### src/rtl/iss_pkg.sv
// Package for the intersection signal sequencer: types, codes, constants and helpers.
// It depends on nothing and is used by the interfaces, the register file and the top level.
package iss_pkg;

  localparam int unsigned TimeW   = 10;
  localparam int unsigned PhaseW  = 4;
  localparam int unsigned LampW   = 2;
  localparam int unsigned SignW   = 2;
  localparam int unsigned CfgIdxW = 3;

  localparam logic [TimeW-1:0] TimeMax = {TimeW{1'b1}};

  typedef logic [TimeW-1:0] ticks_t;

  typedef enum logic [PhaseW-1:0] {
    PH_NS_ALL_RED = 4'd0,
    PH_NS_LEFT    = 4'd1,
    PH_NS_GREEN   = 4'd2,
    PH_NS_FLASH   = 4'd3,
    PH_NS_YELLOW  = 4'd4,
    PH_EW_ALL_RED = 4'd5,
    PH_EW_GREEN   = 4'd6,
    PH_EW_WALK    = 4'd7,
    PH_EW_FLASH   = 4'd8,
    PH_EW_YELLOW  = 4'd9
  } phase_e;

  typedef enum logic [LampW-1:0] {
    LAMP_RED    = 2'd0,
    LAMP_YELLOW = 2'd1,
    LAMP_GREEN  = 2'd2
  } lamp_e;

  typedef enum logic [SignW-1:0] {
    SIGN_DONT  = 2'd0,
    SIGN_WALK  = 2'd1,
    SIGN_BLANK = 2'd2
  } sign_e;

  typedef enum logic [CfgIdxW-1:0] {
    CFG_GREEN_NS  = 3'd0,
    CFG_GREEN_EW  = 3'd1,
    CFG_FLASH_NS  = 3'd2,
    CFG_FLASH_EW  = 3'd3,
    CFG_YELLOW_NS = 3'd4,
    CFG_YELLOW_EW = 3'd5,
    CFG_ALL_RED   = 3'd6,
    CFG_LEFT      = 3'd7
  } cfg_idx_e;

  localparam ticks_t GreenNsReset  = 10'd100;
  localparam ticks_t GreenEwReset  = 10'd100;
  localparam ticks_t FlashNsReset  = 10'd30;
  localparam ticks_t FlashEwReset  = 10'd30;
  localparam ticks_t YellowNsReset = 10'd30;
  localparam ticks_t YellowEwReset = 10'd30;
  localparam ticks_t AllRedReset   = 10'd20;
  localparam ticks_t LeftReset     = 10'd40;

  typedef struct packed {
    ticks_t green_ns_time;
    ticks_t green_ew_time;
    ticks_t flash_ns_time;
    ticks_t flash_ew_time;
    ticks_t yellow_ns_time;
    ticks_t yellow_ew_time;
    ticks_t all_red_time;
    ticks_t left_arrow_time;
  } cfg_t;

  typedef struct packed {
    logic car_waiting;
    logic walk_press;
    logic flash_pulse;
  } tick_t;

  typedef struct packed {
    logic [PhaseW-1:0] phase_now;
    logic [LampW-1:0]  ns_lamp;
    logic              ns_left_arrow;
    logic [LampW-1:0]  ew_lamp;
    logic [SignW-1:0]  ns_sign;
    logic [SignW-1:0]  ew_sign;
    logic              walk_waiting;
  } result_t;

  function automatic ticks_t sub_sat(ticks_t a, ticks_t b);
    return (a > b) ? ticks_t'(a - b) : '0;
  endfunction

endpackage

### src/rtl/iss_tick_if.sv
// Handshake channel that carries one tick transaction into the sequencer.
// It depends on iss_pkg for the payload type.
interface iss_tick_if import iss_pkg::*; ();
  logic  valid;
  logic  ready;
  tick_t data;

  modport source (output valid, output data, input ready);
  modport sink (input valid, input data, output ready);
endinterface

### src/rtl/iss_result_if.sv
// Handshake channel that carries one result transaction out of the sequencer.
// It depends on iss_pkg for the payload type.
interface iss_result_if import iss_pkg::*; ();
  logic    valid;
  logic    ready;
  result_t data;

  modport source (output valid, output data, input ready);
  modport sink (input valid, input data, output ready);
endinterface

### src/rtl/intersection_signal_sequencer.sv
// Top level of the intersection signal sequencer: ten-phase state machine and result register.
// It depends on iss_pkg, iss_tick_if, iss_result_if and iss_cfg_regs.
// The result is registered: an accepted tick transaction gives its result in the next cycle.
// Throughput: one tick per cycle unless the output stalls; the phase update is combinational.
// The input is held off only while a result waits and the receiver stalls it.
// Reset puts the sequencer in north-south all-red with default durations and no result pending.
module intersection_signal_sequencer import iss_pkg::*; (
  input  logic                clk_i,
  input  logic                rst_ni,
  input  logic                cfg_we_i,
  input  logic [CfgIdxW-1:0]  cfg_idx_i,
  input  ticks_t              cfg_data_i,
  iss_tick_if.sink            tick_i,
  iss_result_if.source        result_o
);

  cfg_t    cfg;
  logic    tick_fire;

  phase_e  phase_q, phase_d;
  ticks_t  elapsed_q, elapsed_d, elapsed_inc;
  ticks_t  hold_q, hold_d;
  logic    entered_q, entered_d;
  logic    left_served_q, left_served_d;
  logic    walk_latch_q, walk_latch_d;
  logic    ns_flash_q, ns_flash_d;
  logic    ew_flash_q, ew_flash_d;
  sign_e   ns_sign_q, ns_sign_d;
  sign_e   ew_sign_q, ew_sign_d;
  lamp_e   ns_lamp, ew_lamp;
  logic    arrow;
  logic    done;
  ticks_t  ns_green_hold;

  result_t res_q, res_d;
  logic    res_valid_q;

  iss_cfg_regs u_cfg_regs (
    .clk_i      (clk_i),
    .rst_ni     (rst_ni),
    .cfg_we_i   (cfg_we_i),
    .cfg_idx_i  (cfg_idx_i),
    .cfg_data_i (cfg_data_i),
    .cfg_o      (cfg)
  );

  assign tick_i.ready = !res_valid_q || result_o.ready;
  assign tick_fire    = tick_i.valid && tick_i.ready;

  assign elapsed_inc = (elapsed_q != TimeMax) ? ticks_t'(elapsed_q + 1'b1) : elapsed_q;
  assign ns_green_hold = sub_sat(
      left_served_q ? sub_sat(cfg.green_ns_time, cfg.left_arrow_time) : cfg.green_ns_time,
      cfg.flash_ns_time);

  always_comb begin
    phase_d       = phase_q;
    elapsed_d     = elapsed_inc;
    hold_d        = hold_q;
    entered_d     = entered_q;
    left_served_d = left_served_q;
    walk_latch_d  = walk_latch_q;
    ns_flash_d    = ns_flash_q;
    ew_flash_d    = ew_flash_q;
    ns_sign_d     = ns_sign_q;
    ew_sign_d     = ew_sign_q;
    ns_lamp       = LAMP_RED;
    ew_lamp       = LAMP_RED;
    arrow         = 1'b0;

    if (!entered_q) begin
      entered_d = 1'b1;
      ns_sign_d = SIGN_DONT;
      ew_sign_d = SIGN_DONT;
      unique case (phase_q)
        PH_NS_LEFT:    hold_d = cfg.left_arrow_time;
        PH_NS_GREEN: begin
          hold_d        = ns_green_hold;
          left_served_d = 1'b0;
          ns_sign_d     = SIGN_WALK;
        end
        PH_NS_FLASH:   hold_d = cfg.flash_ns_time;
        PH_NS_YELLOW:  hold_d = cfg.yellow_ns_time;
        PH_EW_ALL_RED: hold_d = cfg.all_red_time;
        PH_EW_GREEN:   hold_d = cfg.green_ew_time;
        PH_EW_WALK: begin
          hold_d       = sub_sat(cfg.green_ew_time, cfg.flash_ew_time);
          ew_sign_d    = SIGN_WALK;
          walk_latch_d = 1'b0;
        end
        PH_EW_FLASH:   hold_d = cfg.flash_ew_time;
        PH_EW_YELLOW:  hold_d = cfg.yellow_ew_time;
        default: ;
      endcase
    end

    if (phase_q == PH_NS_FLASH && tick_i.data.flash_pulse) begin
      ns_sign_d  = ns_flash_q ? SIGN_DONT : SIGN_BLANK;
      ns_flash_d = !ns_flash_q;
    end
    if (phase_q == PH_EW_FLASH && tick_i.data.flash_pulse) begin
      ew_sign_d  = ew_flash_q ? SIGN_DONT : SIGN_BLANK;
      ew_flash_d = !ew_flash_q;
    end

    unique case (phase_q)
      PH_NS_LEFT:                          arrow   = 1'b1;
      PH_NS_GREEN, PH_NS_FLASH:            ns_lamp = LAMP_GREEN;
      PH_NS_YELLOW:                        ns_lamp = LAMP_YELLOW;
      PH_EW_GREEN, PH_EW_WALK, PH_EW_FLASH: ew_lamp = LAMP_GREEN;
      PH_EW_YELLOW:                        ew_lamp = LAMP_YELLOW;
      default: ;
    endcase

    if (phase_q == PH_NS_ALL_RED) begin
      done = elapsed_inc >= cfg.all_red_time;
    end else begin
      done = elapsed_inc >= hold_d;
    end

    if (done) begin
      entered_d = 1'b0;
      elapsed_d = '0;
      unique case (phase_q)
        PH_NS_ALL_RED: begin
          if (tick_i.data.car_waiting) begin
            left_served_d = 1'b1;
            phase_d       = PH_NS_LEFT;
          end else begin
            phase_d = PH_NS_GREEN;
          end
        end
        PH_NS_LEFT:    phase_d = PH_NS_GREEN;
        PH_NS_GREEN:   phase_d = PH_NS_FLASH;
        PH_NS_FLASH:   phase_d = PH_NS_YELLOW;
        PH_NS_YELLOW:  phase_d = PH_EW_ALL_RED;
        PH_EW_ALL_RED: phase_d = walk_latch_d ? PH_EW_WALK : PH_EW_GREEN;
        PH_EW_GREEN:   phase_d = PH_EW_YELLOW;
        PH_EW_WALK:    phase_d = PH_EW_FLASH;
        PH_EW_FLASH:   phase_d = PH_EW_YELLOW;
        PH_EW_YELLOW:  phase_d = PH_NS_ALL_RED;
        default:       phase_d = PH_NS_GREEN;
      endcase
    end

    if (tick_i.data.walk_press) begin
      walk_latch_d = 1'b1;
    end

    res_d.phase_now     = phase_q;
    res_d.ns_lamp       = ns_lamp;
    res_d.ns_left_arrow = arrow;
    res_d.ew_lamp       = ew_lamp;
    res_d.ns_sign       = ns_sign_d;
    res_d.ew_sign       = ew_sign_d;
    res_d.walk_waiting  = walk_latch_d;
  end

  always_ff @(posedge clk_i or negedge rst_ni) begin
    if (!rst_ni) begin
      phase_q       <= PH_NS_ALL_RED;
      elapsed_q     <= '0;
      hold_q        <= '0;
      entered_q     <= 1'b0;
      left_served_q <= 1'b0;
      walk_latch_q  <= 1'b0;
      ns_flash_q    <= 1'b0;
      ew_flash_q    <= 1'b0;
      ns_sign_q     <= SIGN_DONT;
      ew_sign_q     <= SIGN_DONT;
    end else if (tick_fire) begin
      phase_q       <= phase_d;
      elapsed_q     <= elapsed_d;
      hold_q        <= hold_d;
      entered_q     <= entered_d;
      left_served_q <= left_served_d;
      walk_latch_q  <= walk_latch_d;
      ns_flash_q    <= ns_flash_d;
      ew_flash_q    <= ew_flash_d;
      ns_sign_q     <= ns_sign_d;
      ew_sign_q     <= ew_sign_d;
    end
  end

  always_ff @(posedge clk_i or negedge rst_ni) begin
    if (!rst_ni) begin
      res_valid_q <= 1'b0;
    end else if (tick_fire) begin
      res_valid_q <= 1'b1;
    end else if (result_o.ready) begin
      res_valid_q <= 1'b0;
    end
  end

  always_ff @(posedge clk_i) begin
    if (tick_fire) begin
      res_q <= res_d;
    end
  end

  assign result_o.valid = res_valid_q;
  assign result_o.data  = res_q;

endmodule

### src/rtl/iss_cfg_regs.sv
// Configuration register file of the sequencer: eight phase durations in ticks.
// It depends on iss_pkg for the register indexes, reset values and cfg_t.
module iss_cfg_regs import iss_pkg::*; (
  input  logic               clk_i,
  input  logic               rst_ni,
  input  logic               cfg_we_i,
  input  logic [CfgIdxW-1:0] cfg_idx_i,
  input  ticks_t             cfg_data_i,
  output cfg_t               cfg_o
);

  cfg_t cfg_q;

  always_ff @(posedge clk_i or negedge rst_ni) begin
    if (!rst_ni) begin
      cfg_q.green_ns_time   <= GreenNsReset;
      cfg_q.green_ew_time   <= GreenEwReset;
      cfg_q.flash_ns_time   <= FlashNsReset;
      cfg_q.flash_ew_time   <= FlashEwReset;
      cfg_q.yellow_ns_time  <= YellowNsReset;
      cfg_q.yellow_ew_time  <= YellowEwReset;
      cfg_q.all_red_time    <= AllRedReset;
      cfg_q.left_arrow_time <= LeftReset;
    end else if (cfg_we_i) begin
      unique case (cfg_idx_e'(cfg_idx_i))
        CFG_GREEN_NS:  cfg_q.green_ns_time   <= cfg_data_i;
        CFG_GREEN_EW:  cfg_q.green_ew_time   <= cfg_data_i;
        CFG_FLASH_NS:  cfg_q.flash_ns_time   <= cfg_data_i;
        CFG_FLASH_EW:  cfg_q.flash_ew_time   <= cfg_data_i;
        CFG_YELLOW_NS: cfg_q.yellow_ns_time  <= cfg_data_i;
        CFG_YELLOW_EW: cfg_q.yellow_ew_time  <= cfg_data_i;
        CFG_ALL_RED:   cfg_q.all_red_time    <= cfg_data_i;
        CFG_LEFT:      cfg_q.left_arrow_time <= cfg_data_i;
        default: ;
      endcase
    end
  end

  assign cfg_o = cfg_q;

endmodule

### src/flat_wrapper.sv
// flat-port wrapper written by rule: the top's interface ports become plain ports
module intersection_signal_sequencer_flat import iss_pkg::*;
  (clk_i, rst_ni, cfg_we_i, cfg_idx_i, cfg_data_i, tick_i_valid, tick_i_data, tick_i_ready, result_o_valid, result_o_data, result_o_ready);
  iss_tick_if tick_i_i ();
  iss_result_if result_o_i ();
  input  logic clk_i;
  input  logic rst_ni;
  input  logic cfg_we_i;
  input  logic [CfgIdxW-1:0] cfg_idx_i;
  input  ticks_t cfg_data_i;
  input wire logic [$bits(tick_i_i.valid)-1:0] tick_i_valid;
  input wire logic [$bits(tick_i_i.data)-1:0] tick_i_data;
  output wire logic [$bits(tick_i_i.ready)-1:0] tick_i_ready;
  output wire logic [$bits(result_o_i.valid)-1:0] result_o_valid;
  output wire logic [$bits(result_o_i.data)-1:0] result_o_data;
  input wire logic [$bits(result_o_i.ready)-1:0] result_o_ready;
  assign tick_i_i.valid = tick_i_valid;
  assign tick_i_i.data = tick_i_data;
  assign tick_i_ready = tick_i_i.ready;
  assign result_o_valid = result_o_i.valid;
  assign result_o_data = result_o_i.data;
  assign result_o_i.ready = result_o_ready;
  intersection_signal_sequencer u_core (.clk_i(clk_i), .rst_ni(rst_ni), .cfg_we_i(cfg_we_i), .cfg_idx_i(cfg_idx_i), .cfg_data_i(cfg_data_i), .tick_i(tick_i_i), .result_o(result_o_i));
endmodule
### config.mk
export PLATFORM = sky130hd
export DESIGN_NAME = intersection_signal_sequencer_flat
export DESIGN_NICKNAME = d
export VERILOG_FILES = /design/src/rtl/iss_pkg.sv /design/src/rtl/iss_tick_if.sv /design/src/rtl/iss_result_if.sv /design/src/rtl/intersection_signal_sequencer.sv /design/src/rtl/iss_cfg_regs.sv /design/src/flat_wrapper.sv
export SDC_FILE = /design/constraint.sdc
export NUM_CORES = 1
export LEC_CHECK = 0
export BUFFER_PORTS_ARGS = -buffer_cell sky130_fd_sc_hd__buf_4
export CORE_MARGIN = 3
export CORE_UTILIZATION = 55
export DETAILED_ROUTE_END_ITERATION = 8
export PLACE_DENSITY = 0.75
export SYNTH_ARGS = -nofsm -noshare
export SYNTH_HDL_FRONTEND = slang
export SYNTH_HIERARCHICAL = 1
export SYNTH_SLANG_ARGS = --single-unit
### constraint.sdc
create_clock -name clk_i -period 5.4 [get_ports clk_i]
set_input_delay 0.27 -clock clk_i [delete_from_list [all_inputs] [get_ports clk_i]]
set_output_delay 0.27 -clock clk_i [all_outputs]
set_load 0.01 [all_outputs]
==> results of run 1 <==
-- logic make-up after synthesis --
logic type               count (synthesis)  share of synthesized area [%]
buffers and inverters                   91                           4.81
AO/OA/AOI/OAI                          205                           17.5
multiplexers                            93                           14.1
XOR/XNOR                                29                           3.12
adder cells (fa/ha/maj)                 54                           8.57
AND/OR/NAND/NOR                        170                           11.3
flip-flops                             128                           40.6
-- synthesized netlist by cell type (14+ instances only) --
| master | number |
|---|---|
| a22oi_1 | 15 |
| mux2_2 | 54 |
| dfrtp_1 | 88 |
| mux2_4 | 30 |
| o21ai_1 | 25 |
| dfstp_2 | 26 |
| ha_1 | 51 |
| o22ai_1 | 14 |
| nor2_1 | 35 |
| edfxtp_1 | 14 |
| xor2_1 | 16 |
| inv_1 | 57 |
| nand2_1 | 49 |
| a21oi_1 | 39 |
-- report_power, final --
part | switching (W) | internal [W]
Clock | 0.000442 | 0.000756
Combinational | 0.00147 | 0.00130
Sequential | 0.000265 | 0.00127
Total | 0.00218 | 0.00332
-- state kept, by name (all words and copies together), names as in the netlist --
name,count
u_core/elapsed_q,10
u_core/entered_q,1
u_core/ew_flash_q,1
u_core/ew_sign_q,2
u_core/hold_q,10
u_core/left_served_q,1
u_core/ns_flash_q,1
u_core/ns_sign_q,2
u_core/phase_q,4
u_core/result_o.data,14
u_core/result_o.valid,1
u_core/u_cfg_regs/cfg_o,80
u_core/walk_latch_q,1
-- area by class of cell --
cell class,count,area share (%)
Tap cell,180,2.27
Timing Repair Buffer,102,8.01
Clock buffer,24,5.17
Inverter,59,2.23
Sequential cell,128,33.3
Multi-Input combinational cell,552,47.9
Clock inverter,8,1.02
-- cells in the final DEF (no fill, tap or decap), types with 10 or more instances in the layout --
cell	count
buf_4	94
dfrtp_1	88
inv_1	56
mux2_2	54
nand2_1	48
ha_1	43
nor2_1	34
a21oi_1	32
mux2_4	30
dfstp_2	26
o21ai_1	20
clkbuf_16	18
xor2_1	16
edfxtp_1	14
xnor2_1	13
a22oi_1	13
a21o_1	13
nor2b_1	12
o21ai_0	11
nand3_1	10
-- worst register-to-register path, delay by kind of cell (launching register included) --
family	cells	cell delay (ns)
fa+ha+maj	4	1.05
simple gates	6	0.89
flops	1	0.37
buf+inv	4	0.53
compound gates	14	2.52
-- worst max-delay path by stage --
| stage | endpoint | slack, ns | cells after the start |
|---|---|---|---|
| detailed placement | u_core/elapsed_q[5] | -0.23 | 28 |
| CTS | u_core/elapsed_q[7] | 0.0008 | 28 |
| global route | u_core/elapsed_q[0] | -0.23 | 28 |
| floorplan | u_core/left_served_q | 0.009 | 27 |
| finish | u_core/elapsed_q[5] | -0.02 | 28 |
| global placement | u_core/elapsed_q[1] | -0.12 | 26 |
-- through the flow --
step | util, % | hold WS [ns] | area [µm²] | TNS, ns | setup slack [ns]
2_1_floorplan | - | -0.0256 | 8210 | 0 | 0.00861
5_1_grt | 69.8 | 0.0371 | 9920 | -2.37 | -0.232
3_3_place_gp | 62.8 | 0.404 | 8920 | -0.770 | -0.121
6_report | 69.8 | 0.0437 | 9920 | -0.0292 | -0.0168
3_5_place_dp | 62.8 | 0.408 | 8920 | -2.09 | -0.226
4_1_cts | 68.1 | 0.0272 | 9680 | 0 | 0.000850
-- per-layer routing --
layer  track usage (%)  up-vias
li1                  -     3036
met1              41.9     3370
met2              44.8      346
met3              5.67       60
met4              11.2        2
met5                 0        -
-- what timing repair did --
action | 4_1_cts | 5_1_grt
gates resized for setup | 21 | 36
pin swaps | 16 | 40
endpoints found under the hold margin | 50 | 0
setup buffers | 5 | 7
cloned | 1 | 0
hold buffers | 1 | 0
endpoints found under the setup margin | 16 | 16
==> out/results.tsv, run 1 <==
metric	value	unit
io_buffer_count	36	
netlist-cell-type-count	78	
antenna_cells	0	
num-nets-final	935	
antenna_found_initial	0	
ys_warn_count	6	
worst_pin_slew	1.25	ns
dp_hpwl	16900	µm
min_period	5.42	ns
first_global_vias	6665	
cap_viol_max_count	0	
drive_gt1_share	34.6	%
timing.fmax	185	MHz
holdCritPathClass	input pin to register	
whs_endpoint	u_core/result_o.valid	
min_path_cells	2	
synthCells	770	
drt-total-wl	23700	µm
wl_per_cell	22.5	µm
tritoncts	yes	
r2r_slack	-0.02	ns
ff_latch_area	3310	µm²
path_clk_slew	0.06	ns
routed.top_layer	met5	
path_max_fanout	6	
violations	setup timing	
syn_nets	845	
p_total	0.00550	W
drtAntennaViolNets	0	
fillers	1058	
fin_crit_sh	100	%
relSlewSlack	16.8	%
wl_met2	10700	µm
std_cell_rows	43	
io_pins	37	
drcViolationCount	0	
die_height	128	µm
synth_enable_flop_cells	14	
crit_family	compound AO/OA/AOI/OAI gates	
ys.flop_type	dfrtp_1	
syn2layout_area_growth	21.8	%
timing.critical_path.from	u_core/u_cfg_regs/cfg_o[70]	
multi_input_area	4750	µm²
htree_levels	4	
overflow	0	
grt_pass1_wl	36800	µm
required	5.76	ns
seq_area_frac_synth	40.6	%
p_leak	4.39	nW
cts_sinks	128	
first_pass_iters	5	
cp.arrival	5.78	ns
crit_type	register to register	
fin_cells	1053	
gp_congestion	0.969	
critPathSlowestCell	dfrtp_1	
min_from	tick_i_valid	
ys_seq_elements	128	
end_kind	register	
ctsRootBufferMaster	clkbuf_16	
vias	6814	
grt_start_max_net_pins	61	
hold_viol_final	0	
max_stage_delay	0.37	ns
die_w	128	µm
timing.final.ws_setup	-0.0168	ns
rr_startpoint	u_core/u_cfg_regs/cfg_o[70]	
vias_per_cell	6.47	
cp-start-kind	register	
cts_buffer_depth	2	
wl_met1	10400	µm
status	complete, but fails checks	
r2r-end	u_core/elapsed_q[5]	
finalClockSkew	0.00626	ns
crit_buf_inv	4	
globalRouteTotalUtil	29.4	%
p_per_area	554	nW/µm²
syn_area	8140	µm²
dieArea	16300	µm²
final_max_slew_viol_count	0	
cts_buffers	17	
rr_worst_depth	28	
start_util	57.3	%
first_iter_violations	717	
placed_cells	1007	
clk_latency	0.43	ns
dr_wl_met3	1810	µm
synth_area_leaders	dfrtp_1 (27%), dfstp_2 (8.4%), ha_1 (7.8%)	
avgSynthCellArea	10.6	µm²
irDropWorstVdd	314	µV
fp.coreArea	14200	µm²
setup_violations	3	
rsz0062_at_grt	true	
synth.top_cell.area_share	27.0	%
synth.largest_area_cell	dfrtp_1	
async_flop_share	89.1	%
No activity file was read; power rests on OpenSTA's default activity.
==> run 2, diff against run 1 <==
- PLACE_DENSITY: 0.75 -> 0.72
- clock period: 5.4 -> 5.56 ns (I/O delays scaled with it)
==> out/results.tsv, run 2 (same netlist as run 1, synthesis figures left out) <==
metric	value	unit	change
place_ws	-0.218	ns	+0.00787 ns
hold_viol_final	0		unchanged
dp_hpwl	17400	µm	+3.0%
drt-total-wl	24300	µm	+2.4%
dieArea	16300	µm²	unchanged
layout_commonest_cell	dfrtp_1		
finalClockSkew	0.00882	ns	+0.00255 ns
power.share.switching	41.0	%	+1.4 points
largest_reg_flops	80		unchanged
p_int	0.00309	W	-6.8%
overflow	0		unchanged
vias_per_cell	6.44		-0.56%
required	5.91	ns	+0.15 ns
cts_buffers	17		unchanged
placed_cells	984		-2.3%
first_pass_iters	5		unchanged
timing.final.ws_setup	0.146	ns	+0.163 ns
relSlewSlack	30.5	%	+14 points
pwr-share-clk	20.5	%	-1.3 points
max_stage_delay	0.54	ns	+0.17 ns
start_util	57.3	%	unchanged
fin_crit_sh	97.4	%	-2.9 points
min_period	5.41	ns	-0.00282 ns
antenna_found_initial	0		unchanged
crit_type	register to register		
htree_levels	4		unchanged
tns	0	ns	+0.0292 ns
grt_start_max_net_pins	61		unchanged
gp_congestion	0.972		+0.29%
pwr-share-seq	28.8	%	+0.9 points
first_global_vias	6555		-1.7%
holdWs	0.0517	ns	+0.00794 ns
path_clk_slew	0.06	ns	about the same
io_pins	37		unchanged
setup_violations	0		-3
end_kind	register		
vias	6641		-2.5%
status	finished, final reports clean		
drive_gt1_share	33.0	%	-1.6 points
std_cell_rows	43		unchanged
fin_cells	1032		-2.0%
combPwrFrac	50.7	%	+0.3 points
first_iter_violations	659		-8.1%
holdCritPathClass	input pin to register		
fin_util	68.7	%	-1.1 points
irDropWorstVdd	274	µV	-13%
num-nets-final	914		-2.2%
clk_latency	0.42	ns	about the same
die_height	128	µm	unchanged
worst_pin_slew	1.03	ns	-0.213 ns
fillers	1103		+4.3%
cap_viol_max_count	0		unchanged
grt_pass1_wl	37100	µm	+0.79%
ctsRootBufferMaster	clkbuf_16		
tritoncts	yes		
antenna_cells	0		unchanged
critPathSlowestCell	dfstp_2		
io_buffer_count	36		unchanged
path_max_fanout	8		+2
p_switching	0.00215	W	-1.1%
p_per_area	538	nW/µm²	-3.0%
drtAntennaViolNets	0		unchanged
rsz0062_at_grt	true		
globalRouteTotalUtil	30.0	%	+0.54 points
final_max_slew_viol_count	0		unchanged
syn2layout_area_growth	19.8	%	
cts_buffer_depth	2		unchanged
wl_per_cell	23.5	µm	+4.4%
cp-start-kind	register		
drcViolationCount	0		unchanged
fp.coreArea	14200	µm²	unchanged
cp.arrival	5.77	ns	about the same
p_leak	4.26	nW	-3.0%
timing.fmax	185	MHz	about the same
cts_sinks	128		unchanged
final_cell_mix	dfrtp_1 (88), buf_4 (78), inv_1 (56), mux2_2 (54), nand2_1 (49)		
die_w	128	µm	unchanged
[run 2: changes by cell type in the layout (fill, tap and decap cells not counted), sizes merged]
cell,previous run,this run
buf,101,80
clkbuf,24,18
clkinv,2,10
clkinvlp,3,1
[run 2: layer usage]
| layer | part of all wire [%] | up-vias | GRT usage [%] |
|---|---|---|---|
| li1 | - | 2993 | - |
| met2 | 45 | 289 | 45.6 |
| met4 | 2.5 | 0 | 9.43 |
| met1 | 44 | 3309 | 43.7 |
| met3 | 8.3 | 50 | 5.75 |
| met5 | 0 | - | 0 |
[run 2: what timing repair did]
item / in CTS / in global routing
endpoints found under the hold margin: 41 / 0
setup endpoints to repair: 15 / 16
gates cloned: 1 / 0
gates resized for setup: 19 / 46
hold buffers: 1 / 0
pin swaps: 14 / 41
buffers inserted: 7 / 7
[run 2: metrics by stage]
| step | instance area (µm²) | power, W |
|---|---|---|
| 2_1_floorplan | 8150 | 0.00297 |
| 3_3_place_gp | 8700 | 0.00365 |
| 3_5_place_dp | 8700 | 0.00370 |
| 4_1_cts | 9420 | 0.00491 |
| 5_1_grt | 9760 | 0.00554 |
| 6_report | 9760 | 0.00525 |
[run 2: worst max-delay path, delay by kind of cell, from the launching register on]
family | cells | cell delay (ns)
buffers and inverters | 4 | 0.39
adder cells (fa/ha/maj) | 4 | 1.22
flip-flops | 1 | 0.54
AND/OR/NAND/NOR | 3 | 0.48
AO/OA/AOI/OAI | 16 | 2.69
[run 2: power by group through the flow]
stage	registers [W]	logic (W)	clock network (W)
after floorplan	0.00138	0.00158	0
after global placement	0.00149	0.00217	0
after detailed placement	0.00150	0.00221	0
after CTS	0.00149	0.00233	0.00109
after global routing	0.00154	0.00287	0.00114
final	0.00151	0.00266	0.00108
[run 2: layout make-up]
type / count / area [µm²] / area share [%]
Clock inverter: 14 / 143 / 1.46
Clock buffer: 18 / 429 / 4.40
Multi-Input combinational cell: 552 / 4820 / 49.4
Inverter: 59 / 221 / 2.27
Sequential cell: 128 / 3310 / 33.9
Tap cell: 180 / 225 / 2.31
Timing Repair Buffer: 81 / 618 / 6.33
[run 2: final timing paths]
kind,from,to,slack (ns),depth (start not counted)
setup / recovery,u_core/u_cfg_regs/cfg_o[3],u_core/elapsed_q[7],0.15,27
hold / removal,tick_i_valid,u_core/result_o.valid,0.05,2
setup reg to reg,u_core/u_cfg_regs/cfg_o[3],u_core/elapsed_q[7],0.15,27
hold reg to reg,u_core/ew_flash_q,u_core/ew_flash_q,0.48,1
max in group asynchronous,rst_ni,u_core/u_cfg_regs/cfg_o[13],3.85,3
min in group asynchronous,rst_ni,u_core/u_cfg_regs/cfg_o[2],0.47,2
